$ cat src/hw/rtl/intel_hex_text_encoder_top_defines.svh
// Assertion macros shared by the encoder modules.
`ifndef INTEL_HEX_TEXT_ENCODER_TOP_DEFINES_SVH
`define INTEL_HEX_TEXT_ENCODER_TOP_DEFINES_SVH

`ifndef SYNTH
`define IHEX_ASSERT(lbl, prop, msg) \
	lbl: assert property (@(posedge clk) disable iff (!arst_n) (prop)) else $error(msg);
`define IHEX_ASSERT_NEXT(lbl, ante, cons, msg) \
	lbl: assert property (@(posedge clk) disable iff (!arst_n) (ante) |=> (cons)) \
		else $error(msg);
`else
`define IHEX_ASSERT(lbl, prop, msg)
`define IHEX_ASSERT_NEXT(lbl, ante, cons, msg)
`endif

`endif

$ cat src/hw/rtl/ihex_pkg.sv
`timescale 1ns / 1ps
package ihex_pkg;

	localparam int PC_W = 6;

	localparam logic [PC_W-1:0] PC_IDLE  = 6'd0;
	localparam logic [PC_W-1:0] PC_ELA   = 6'd1;
	localparam logic [PC_W-1:0] PC_DREC  = 6'd17;
	localparam logic [PC_W-1:0] PC_BYTES = 6'd26;
	localparam logic [PC_W-1:0] PC_DCS   = 6'd28;
	localparam logic [PC_W-1:0] PC_EOF   = 6'd31;
	localparam logic [PC_W-1:0] PC_LAST  = 6'd42;

	localparam logic [7:0] CH_COLON = 8'h3A;
	localparam logic [7:0] CH_LF    = 8'h0A;
	localparam logic [7:0] CH_0     = 8'h30;
	localparam logic [7:0] CH_1     = 8'h31;
	localparam logic [7:0] CH_2     = 8'h32;
	localparam logic [7:0] CH_4     = 8'h34;
	localparam logic [7:0] CH_F     = 8'h46;
	localparam logic [7:0] HEX_ALPHA_BASE = 8'h37;
	localparam logic [7:0] ELA_SUM_BASE   = 8'h06;

	typedef struct packed {
		logic [7:0] data_byte;
		logic       final_byte;
	} in_item_t;

	typedef struct packed {
		logic [7:0] text_char;
		logic       last_of_run;
	} out_item_t;

	typedef enum logic [3:0] {
		SRC_CONST,
		SRC_UP_HI,
		SRC_UP_LO,
		SRC_ECS,
		SRC_CNT,
		SRC_AH,
		SRC_AL,
		SRC_BYTE,
		SRC_DCS
	} char_src_t;

	typedef enum logic [2:0] {
		J_NEXT,
		J_DISPATCH,
		J_LOOP,
		J_ELA_END,
		J_DREC_END,
		J_END
	} jmp_t;

	typedef struct packed {
		logic       emit;
		char_src_t  src;
		logic       nib_lo;
		logic [7:0] chr;
		jmp_t       jmp;
	} ctl_t;

	typedef struct packed {
		logic       busy;
		logic       accept;
		logic       step;
		logic       last;
		logic       loop_more;
		logic       loop_done;
		char_src_t  src;
		logic       nib_lo;
		logic [7:0] chr;
	} seq_ctl_t;

	typedef struct packed {
		logic advance;
		logic need_ela;
		logic flush;
		logic flush_q;
		logic fin_q;
		logic more;
	} dp_stat_t;

	function automatic ctl_t k(input logic [7:0] c);
		ctl_t w;
		w = '{emit: 1'b1, src: SRC_CONST, nib_lo: 1'b0, chr: c, jmp: J_NEXT};
		return w;
	endfunction

	function automatic ctl_t h(input char_src_t s, input logic lo);
		ctl_t w;
		w = '{emit: 1'b1, src: s, nib_lo: lo, chr: 8'h00, jmp: J_NEXT};
		return w;
	endfunction

	function automatic ctl_t ucode_word(input logic [PC_W-1:0] pc);
		ctl_t w;
		w = '{emit: 1'b0, src: SRC_CONST, nib_lo: 1'b0, chr: 8'h00, jmp: J_DISPATCH};
		case (pc)
			PC_IDLE:           w.jmp = J_DISPATCH;
			PC_ELA:            w = k(CH_COLON);
			PC_ELA + 6'd1:     w = k(CH_0);
			PC_ELA + 6'd2:     w = k(CH_2);
			PC_ELA + 6'd3:     w = k(CH_0);
			PC_ELA + 6'd4:     w = k(CH_0);
			PC_ELA + 6'd5:     w = k(CH_0);
			PC_ELA + 6'd6:     w = k(CH_0);
			PC_ELA + 6'd7:     w = k(CH_0);
			PC_ELA + 6'd8:     w = k(CH_4);
			PC_ELA + 6'd9:     w = h(SRC_UP_HI, 1'b0);
			PC_ELA + 6'd10:    w = h(SRC_UP_HI, 1'b1);
			PC_ELA + 6'd11:    w = h(SRC_UP_LO, 1'b0);
			PC_ELA + 6'd12:    w = h(SRC_UP_LO, 1'b1);
			PC_ELA + 6'd13:    w = h(SRC_ECS, 1'b0);
			PC_ELA + 6'd14:    w = h(SRC_ECS, 1'b1);
			PC_ELA + 6'd15: begin
				w = k(CH_LF);
				w.jmp = J_ELA_END;
			end
			PC_DREC:           w = k(CH_COLON);
			PC_DREC + 6'd1:    w = h(SRC_CNT, 1'b0);
			PC_DREC + 6'd2:    w = h(SRC_CNT, 1'b1);
			PC_DREC + 6'd3:    w = h(SRC_AH, 1'b0);
			PC_DREC + 6'd4:    w = h(SRC_AH, 1'b1);
			PC_DREC + 6'd5:    w = h(SRC_AL, 1'b0);
			PC_DREC + 6'd6:    w = h(SRC_AL, 1'b1);
			PC_DREC + 6'd7:    w = k(CH_0);
			PC_DREC + 6'd8:    w = k(CH_0);
			PC_BYTES:          w = h(SRC_BYTE, 1'b0);
			PC_BYTES + 6'd1: begin
				w = h(SRC_BYTE, 1'b1);
				w.jmp = J_LOOP;
			end
			PC_DCS:            w = h(SRC_DCS, 1'b0);
			PC_DCS + 6'd1:     w = h(SRC_DCS, 1'b1);
			PC_DCS + 6'd2: begin
				w = k(CH_LF);
				w.jmp = J_DREC_END;
			end
			PC_EOF:            w = k(CH_COLON);
			PC_EOF + 6'd1:     w = k(CH_0);
			PC_EOF + 6'd2:     w = k(CH_0);
			PC_EOF + 6'd3:     w = k(CH_0);
			PC_EOF + 6'd4:     w = k(CH_0);
			PC_EOF + 6'd5:     w = k(CH_0);
			PC_EOF + 6'd6:     w = k(CH_0);
			PC_EOF + 6'd7:     w = k(CH_0);
			PC_EOF + 6'd8:     w = k(CH_1);
			PC_EOF + 6'd9:     w = k(CH_F);
			PC_EOF + 6'd10:    w = k(CH_F);
			PC_LAST: begin
				w = k(CH_LF);
				w.jmp = J_END;
			end
			default:           w.jmp = J_DISPATCH;
		endcase
		return w;
	endfunction

	function automatic logic [7:0] hex_char(input logic [3:0] n);
		logic [7:0] c;
		if (n < 4'd10) begin
			c = CH_0 + {4'h0, n};
		end else begin
			c = HEX_ALPHA_BASE + {4'h0, n};
		end
		return c;
	endfunction

endpackage

$ cat src/hw/rtl/ihex_seq.sv
`timescale 1ns / 1ps
`include "intel_hex_text_encoder_top_defines.svh"
module ihex_seq (
	input  logic              clk,
	input  logic              arst_n,
	input  logic              in_valid,
	input  ihex_pkg::dp_stat_t stat,
	output ihex_pkg::seq_ctl_t ctl
);
	import ihex_pkg::*;

	logic [PC_W-1:0] pc_q;
	logic [PC_W-1:0] pc_n;
	ctl_t            w;
	logic            busy;
	logic            accept;
	logic            step;
	logic            last;
	logic            loop_more;
	logic            loop_done;

	assign w      = ucode_word(pc_q);
	assign busy   = (pc_q != PC_IDLE);
	assign accept = in_valid && !busy;
	assign step   = w.emit && stat.advance;

	always_comb begin
		pc_n      = pc_q;
		last      = 1'b0;
		loop_more = 1'b0;
		loop_done = 1'b0;
		case (w.jmp)
			J_DISPATCH: begin
				if (accept && stat.need_ela) begin
					pc_n = PC_ELA;
				end else if (accept && stat.flush) begin
					pc_n = PC_DREC;
				end else begin
					pc_n = PC_IDLE;
				end
			end
			J_NEXT: begin
				if (step) begin
					pc_n = pc_q + PC_W'(1);
				end
			end
			J_LOOP: begin
				if (step && stat.more) begin
					pc_n      = PC_BYTES;
					loop_more = 1'b1;
				end else if (step) begin
					pc_n      = pc_q + PC_W'(1);
					loop_done = 1'b1;
				end
			end
			J_ELA_END: begin
				if (step && stat.flush_q) begin
					pc_n = PC_DREC;
				end else if (step) begin
					pc_n = PC_IDLE;
					last = 1'b1;
				end
			end
			J_DREC_END: begin
				if (step && stat.fin_q) begin
					pc_n = PC_EOF;
				end else if (step) begin
					pc_n = PC_IDLE;
					last = 1'b1;
				end
			end
			J_END: begin
				if (step) begin
					pc_n = PC_IDLE;
					last = 1'b1;
				end
			end
			default: pc_n = PC_IDLE;
		endcase
	end

	always_ff @(posedge clk or negedge arst_n) begin
		if (!arst_n) begin
			pc_q <= PC_IDLE;
		end else begin
			pc_q <= pc_n;
		end
	end

	assign ctl = '{busy: busy, accept: accept, step: step, last: last,
		loop_more: loop_more, loop_done: loop_done, src: w.src,
		nib_lo: w.nib_lo, chr: w.chr};

	`IHEX_ASSERT_NEXT(a_ela_start, accept && stat.need_ela, pc_q == PC_ELA, "ELA record not started")
	`IHEX_ASSERT_NEXT(a_last_idle, last, pc_q == PC_IDLE, "last character did not end the run")
	`IHEX_ASSERT(a_pc_range, pc_q <= PC_LAST, "step counter outside the program")

endmodule

$ cat src/hw/rtl/ihex_dp.sv
`timescale 1ns / 1ps
`include "intel_hex_text_encoder_top_defines.svh"
module ihex_dp #(
	parameter int RECORD_BYTES = 16
) (
	input  logic                clk,
	input  logic                arst_n,
	input  ihex_pkg::in_item_t  in_data,
	input  logic                cfg_we,
	input  logic [31:0]         cfg_wdata,
	input  logic                out_stall,
	input  ihex_pkg::seq_ctl_t  ctl,
	output ihex_pkg::dp_stat_t  stat,
	output logic                out_valid,
	output ihex_pkg::out_item_t out_data
);
	import ihex_pkg::*;

	localparam int CNT_W = $clog2(RECORD_BYTES + 1);
	localparam int IDX_W = (RECORD_BYTES > 1) ? $clog2(RECORD_BYTES) : 1;

	logic [31:0]      base_q;
	logic [31:0]      offset_q;
	logic [31:0]      rec_addr_q;
	logic [15:0]      upper_q;
	logic [CNT_W-1:0] fill_q;
	logic [7:0]       sum_q;
	logic [7:0]       store_q [RECORD_BYTES];

	logic [15:0]      ela_up_q;
	logic [CNT_W-1:0] cnt_q;
	logic [7:0]       esum_q;
	logic             flush_q;
	logic             fin_q;
	logic [IDX_W-1:0] bidx_q;

	out_item_t        out_q;
	logic             out_valid_q;

	logic             first;
	logic [31:0]      addr_new;
	logic             need_ela;
	logic [CNT_W-1:0] fill_inc;
	logic             flush;
	logic [7:0]       sum_n;
	logic             more;
	logic             advance;
	logic [7:0]       ecs;
	logic [7:0]       dcs;
	logic [7:0]       sel;
	logic [7:0]       char_n;

	assign first    = (fill_q == '0);
	assign addr_new = base_q + offset_q;
	assign need_ela = first && (addr_new[31:16] != upper_q);
	assign fill_inc = fill_q + CNT_W'(1);
	assign flush    = (fill_inc >= CNT_W'(RECORD_BYTES)) || in_data.final_byte;
	assign sum_n    = (first ? 8'h00 : sum_q) + in_data.data_byte;
	assign more     = ((CNT_W'(bidx_q) + CNT_W'(1)) < cnt_q);
	assign advance  = !out_valid_q || !out_stall;

	assign ecs = 8'h00 - (ELA_SUM_BASE + ela_up_q[15:8] + ela_up_q[7:0]);
	assign dcs = 8'h00 - (8'(cnt_q) + rec_addr_q[15:8] + rec_addr_q[7:0] + esum_q);

	always_comb begin
		case (ctl.src)
			SRC_UP_HI: sel = ela_up_q[15:8];
			SRC_UP_LO: sel = ela_up_q[7:0];
			SRC_ECS:   sel = ecs;
			SRC_CNT:   sel = 8'(cnt_q);
			SRC_AH:    sel = rec_addr_q[15:8];
			SRC_AL:    sel = rec_addr_q[7:0];
			SRC_BYTE:  sel = store_q[bidx_q];
			SRC_DCS:   sel = dcs;
			default:   sel = 8'h00;
		endcase
		if (ctl.src == SRC_CONST) begin
			char_n = ctl.chr;
		end else if (ctl.nib_lo) begin
			char_n = hex_char(sel[3:0]);
		end else begin
			char_n = hex_char(sel[7:4]);
		end
	end

	always_ff @(posedge clk or negedge arst_n) begin
		if (!arst_n) begin
			base_q      <= '0;
			offset_q    <= '0;
			upper_q     <= '0;
			fill_q      <= '0;
			sum_q       <= '0;
			flush_q     <= 1'b0;
			fin_q       <= 1'b0;
			bidx_q      <= '0;
			out_valid_q <= 1'b0;
		end else begin
			if (cfg_we) begin
				base_q <= cfg_wdata;
			end
			if (ctl.accept) begin
				fill_q   <= flush ? '0 : fill_inc;
				sum_q    <= flush ? 8'h00 : sum_n;
				offset_q <= in_data.final_byte ? 32'h0 : offset_q + 32'h1;
				flush_q  <= flush;
				fin_q    <= in_data.final_byte;
				if (in_data.final_byte) begin
					upper_q <= '0;
				end else if (need_ela) begin
					upper_q <= addr_new[31:16];
				end
			end
			if (ctl.loop_more) begin
				bidx_q <= bidx_q + IDX_W'(1);
			end else if (ctl.loop_done) begin
				bidx_q <= '0;
			end
			if (ctl.step) begin
				out_valid_q <= 1'b1;
			end else if (advance) begin
				out_valid_q <= 1'b0;
			end
		end
	end

	always_ff @(posedge clk) begin
		if (ctl.accept) begin
			store_q[fill_q[IDX_W-1:0]] <= in_data.data_byte;
			cnt_q  <= fill_inc;
			esum_q <= sum_n;
			if (first) begin
				rec_addr_q <= addr_new;
			end
			if (need_ela) begin
				ela_up_q <= addr_new[31:16];
			end
		end
		if (ctl.step) begin
			out_q <= '{text_char: char_n, last_of_run: ctl.last};
		end
	end

	assign stat = '{advance: advance, need_ela: need_ela, flush: flush,
		flush_q: flush_q, fin_q: fin_q, more: more};

	assign out_valid = out_valid_q;
	assign out_data  = out_q;

	`IHEX_ASSERT_NEXT(a_flush_clears, ctl.accept && flush, fill_q == '0, "record not closed")
	`IHEX_ASSERT(a_bidx_range, (bidx_q == '0) || (CNT_W'(bidx_q) < cnt_q), "byte index past count")
	`IHEX_ASSERT_NEXT(a_step_shows, ctl.step, out_valid_q, "character lost")

endmodule

$ cat src/hw/rtl/intel_hex_text_encoder_top.sv
`timescale 1ns / 1ps
// Channel   Handshake               Payload
// input     in_valid / in_stall     in_data   (data_byte, final_byte)
// output    out_valid / out_stall   out_data  (text_char, last_of_run)
// config    cfg_we                  cfg_wdata (base_address)
// A word that neither closes a record nor needs a new upper address emits nothing.
// Other words hold in_stall high while they emit an extended address record on a
// new upper address, the closed data record, and the end-of-file record if final.
// The step counter of the microcode sequencer emits at most one character per cycle.
// Reset is asynchronous and active low; the record store needs no clearing pass.
// Output stall holds the sequencer on the current character.
module intel_hex_text_encoder_top #(
	parameter int RECORD_BYTES = 16
) (
	input  logic                clk,
	input  logic                arst_n,
	input  logic                in_valid,
	output logic                in_stall,
	input  ihex_pkg::in_item_t  in_data,
	output logic                out_valid,
	input  logic                out_stall,
	output ihex_pkg::out_item_t out_data,
	input  logic                cfg_we,
	input  logic [31:0]         cfg_wdata
);
	import ihex_pkg::*;

	seq_ctl_t ctl;
	dp_stat_t stat;

	ihex_seq u_seq (
		.clk      (clk),
		.arst_n   (arst_n),
		.in_valid (in_valid),
		.stat     (stat),
		.ctl      (ctl)
	);

	ihex_dp #(
		.RECORD_BYTES (RECORD_BYTES)
	) u_dp (
		.clk       (clk),
		.arst_n    (arst_n),
		.in_data   (in_data),
		.cfg_we    (cfg_we),
		.cfg_wdata (cfg_wdata),
		.out_stall (out_stall),
		.ctl       (ctl),
		.stat      (stat),
		.out_valid (out_valid),
		.out_data  (out_data)
	);

	assign in_stall = ctl.busy;

endmodule

$ cat config.mk
export PLATFORM = sky130hd
export DESIGN_NAME = intel_hex_text_encoder_top
export DESIGN_NICKNAME = d
export VERILOG_FILES = /design/src/hw/rtl/ihex_pkg.sv /design/src/hw/rtl/ihex_seq.sv /design/src/hw/rtl/ihex_dp.sv /design/src/hw/rtl/intel_hex_text_encoder_top.sv
export VERILOG_INCLUDE_DIRS = /design/src /design/src/hw/rtl
export SDC_FILE = /design/constraint.sdc
export NUM_CORES = 1
export LEC_CHECK = 0
export ABC_CLOCK_PERIOD_IN_PS = 5200
export BUFFER_PORTS_ARGS = -buffer_cell sky130_fd_sc_hd__buf_4
export CELL_PAD_IN_SITES_DETAIL_PLACEMENT = 1
export CELL_PAD_IN_SITES_GLOBAL_PLACEMENT = 2
export CORE_MARGIN = 5
export CORE_UTILIZATION = 34
export DETAILED_ROUTE_END_ITERATION = 12
export HOLD_SLACK_MARGIN = 0.02
export PLACE_DENSITY = 0.64
export SETUP_SLACK_MARGIN = 0.3
export SYNTH_ARGS = -nofsm -noshare
export SYNTH_HDL_FRONTEND = slang
export SYNTH_SLANG_ARGS = --single-unit
$ cat constraint.sdc
create_clock -name clk -period 5.2 [get_ports clk]
set_input_delay 0.78 -clock clk [delete_from_list [all_inputs] [get_ports clk]]
set_output_delay 0.78 -clock clk [all_outputs]
set_load 0.01 [all_outputs]
==> metrics.txt <==
outcome=finished, final reports clean; Filler cells=5050; Max Cap Viol=0; Post-Synth Adder-Cell Area=8.21%; clock sink total=287; worst reg2reg startpoint=u_dp.esum_q[1]; Avg Vias per Cell=approximately 5.3; Critical Path End Type=flip-flop; Synth Cell Area=~16000 µm²; wire length per cell=approximately 21 µm; Layout Cells excl Fill=around 2100; Rows=79; CP required=5.51 ns; sequential element share of the synthesized area=50.0%; final setup fails=0; die width=228 µm; Post-Route WL=44.5 mm; DP Wirelength=~33 mm; Layout Skew=0.0192 ns; fraction of layout cells with a size suffix above 1=between 10% and 20%; Hold Vio Cnt, Final=0; crit-path max FO=3; # diodes=0; simple-gate portion of the synthesized area=11.9%; DRC Markers=0; fin nets=~1600; GRT Total Usage=17.1%; worst setup margin=0.711 ns; Syn Inst Count=between 1000 and 1500; Hold Path Class=primary input to asynchronous set/reset pin; grt total ovfl=0; Synth Area in XOR/XNOR=between 5 and 6%; first-pass GRT wire length=around 70 mm; post-place instance area=17300 µm²; Yosys Warn Count=0; number of hold buffers added after CTS=0; mux cell area share after synthesis=under 10%; synth unique cells=82; cts bufs inserted=35; placed instance count=2028; GRT busiest layer=met2; CTS tree=done; PD cells=between 400 and 500 nW/µm²; Final Slew Violations=0; Top Ports=57; Reg-to-Reg End=u_dp.out_data[7]; R2R Setup Slk=0.71 ns; Primary FF master, synth=edfxtp_1; Worst VDD drop=0.327 mV; complex-gate fraction of the synthesized area=11.6%; Post-synth EDFFs=181; post-route cell area=between 15000 and 20000 µm²; combinational family with the most area after synthesis=simple AND/OR/NAND/NOR gates; full die area=52000 µm²; Slew @ Worst Pin=1.08 ns; sequential cell area=8090 µm²; TritonRoute pass-1 iters=5; GR Layer Usage met3=2.93%; leak pwr=7.29 nW; total negative setup slack=0 ns; met1 Track Usage GR=24.4%; Max Buffers Root-to-Sink=3; initial antenna violation count=0; Worst Setup Path Type=flip-flop to flip-flop; Tmin final=4.49 ns; Seq cells post-synth=287; Synth async-reset ratio=approximately 37%; Max-slew headroom=between 20% and 30%; vias in the first global route=11700; Setup Fix Bufs, Post-CTS=0; grt met2 use=27.0%; DP Worst Slack=approximately 0.74 ns; pin count of the biggest net entering global routing=45; footprint of the multi-input gates=7470 µm²; worst skew pair latency=0.57 ns; clk slew on worst S/H paths=~0.050 ns; R2R depth=18; crit start category=flip-flop; CP Data Arrival Time=4.80 ns; Initial Util=34.6%; 1st-iter DRT viols=553; syn_area_per_cell=11.6 µm²; PostCTS Resize Cnt=0; htree depth=2; clock tree root buffer cell=clkbuf_16; vias after detailed routing=11100; chip height=228 µm; GP Congestion=0.834; Syn Nets=approximately 1500; fmax=223 MHz; RSZ-0062 raised after global routing=false; PortBufs=between 50 and 60; Tcrit/Tclk final=86.3%; hold_ws=0.241 ns; number of nets with antenna violations after routing=0; synthesis-to-layout area growth=14.1%; Core Region=46800 µm²
cell families (layout without fill, tap and decap cells):
kind of cell	Yosys count	after routing
xor+xnor	97	97
buf+inv	154	236
compound gates	276	276
fa+ha+maj	97	97
other cells	1	1
simple gates	393	393
mux	94	94
flops	287	287
placed cells by master, fill, tap and decap left out, types with 10 or more instances in the layout:
| master | synthesis | routed |
|---|---|---|
| edfxtp_1 | 181 | 181 |
| nand2_1 | 108 | 108 |
| dfrtp_1 | 106 | 105 |
| inv_1 | 94 | 94 |
| nor2_1 | 91 | 91 |
| ha_1 | 82 | 82 |
| buf_4 | 1 | 81 |
| a21oi_1 | 64 | 64 |
| xnor2_1 | 56 | 56 |
| o21ai_0 | 53 | 53 |
| xor2_1 | 41 | 41 |
| mux4_2 | 40 | 40 |
| clkbuf_16 | 0 | 35 |
| nand3_1 | 33 | 33 |
| mux2_2 | 33 | 33 |
| nor3_1 | 28 | 28 |
| nand2b_1 | 25 | 25 |
| a21o_1 | 21 | 21 |
| and3_1 | 21 | 21 |
| mux2i_1 | 21 | 21 |
| nor2b_1 | 18 | 18 |
| nand4_1 | 16 | 16 |
| fa_1 | 15 | 15 |
| a22o_1 | 13 | 13 |
| o211ai_1 | 12 | 12 |
| and2_1 | 11 | 11 |
| o21bai_1 | 10 | 10 |
layout make-up:
cell class	count	area share, %
timing repair buffer	81	3.30
clock inverter	14	1.18
tap	607	4.12
sequential	287	43.9
inverter	95	1.93
multi-input combinational	958	40.5
clock buffer	46	5.08
where the power goes:
part	switching, mW	leakage (nW)	internal, mW
combinational	1.79	3.72	1.24
clock	1.03	0.555	1.44
sequential	0.278	3.02	2.86
total	3.09	7.29	5.54
state kept, by name, indices dropped and copies added, names as in the netlist:
register         cells
u_dp.store_q       128
u_dp.base_q         32
u_dp.offset_q       32
u_dp.ela_up_q       16
u_dp.rec_addr_q     16
u_dp.upper_q        16
u_dp.esum_q          8
u_dp.out_data        8
u_dp.sum_q           8
u_seq.pc_q           6
u_dp.cnt_q           5
u_dp.fill_q          5
u_dp.bidx_q          4
u_dp.fin_q           1
u_dp.flush_q         1
u_dp.out_valid       1
synth_stat cells, types with 21 or more instances:
master | number | area [µm²]
xnor2_1 | 56 | 490
a21oi_1 | 64 | 320
nor2_1 | 91 | 342
o21ai_0 | 53 | 265
clkbuf_1 | 37 | 139
xor2_1 | 41 | 359
a21o_1 | 21 | 158
edfxtp_1 | 181 | 5440
nand2b_1 | 25 | 156
mux4_2 | 40 | 901
mux2i_1 | 21 | 210
nor3_1 | 28 | 140
nand2_1 | 108 | 405
and3_1 | 21 | 131
inv_1 | 94 | 353
dfrtp_1 | 106 | 2650
ha_1 | 82 | 1030
nand3_1 | 33 | 165
mux2_2 | 33 | 372
worst max-delay path by stage:
stage / startpoint / end / slack [ns] / cells past startpoint
after detailed placement: u_dp.esum_q[1] / u_dp.out_data[7] / 0.74 / 18
after global placement: u_dp.rec_addr_q[11] / u_dp.out_data[1] / 0.66 / 17
final: u_dp.esum_q[1] / u_dp.out_data[7] / 0.71 / 18
after floorplan: u_dp.esum_q[1] / u_dp.out_data[7] / 1.17 / 18
after CTS: u_dp.esum_q[1] / u_dp.out_data[7] / 0.71 / 18
after global routing: u_dp.esum_q[1] / u_dp.out_data[7] / 0.40 / 18
worst max-delay path, cell delays in order (launching register included):
cell and delay, ns:
edfxtp_1 0.33, inv_1 0.06, fa_1 0.52, inv_1 0.05, fa_1 0.40, fa_1 0.44
inv_1 0.07, ha_1 0.19, inv_1 0.06, fa_1 0.39, xnor2_1 0.14, a222oi_1 0.33
o21ai_0 0.17, a21oi_1 0.30, ha_1 0.25, nor2b_1 0.05, o211ai_1 0.18, o211ai_1 0.13
and2_1 0.18
routing by layer:
metal / share of wire (%) / wire (µm) / up-vias
met3: 3.7 / 1670 / 54
met1: 48 / 21400 / 5585
met5: 0 / 0 / -
met4: 2.3 / 1020 / 0
li1: - / - / 5242
met2: 46 / 20500 / 177
stage by stage:
| stage | power [mW] | utilization [%] |
|---|---|---|
| after CTS | 8.78 | 39.4 |
| after floorplan | 5.18 | - |
| after global routing | 9.24 | 39.4 |
| after global placement | 6.23 | 37.0 |
| final | 8.64 | 39.4 |
| after detailed placement | 6.24 | 37.0 |
Power figures use the tool's default switching activity.
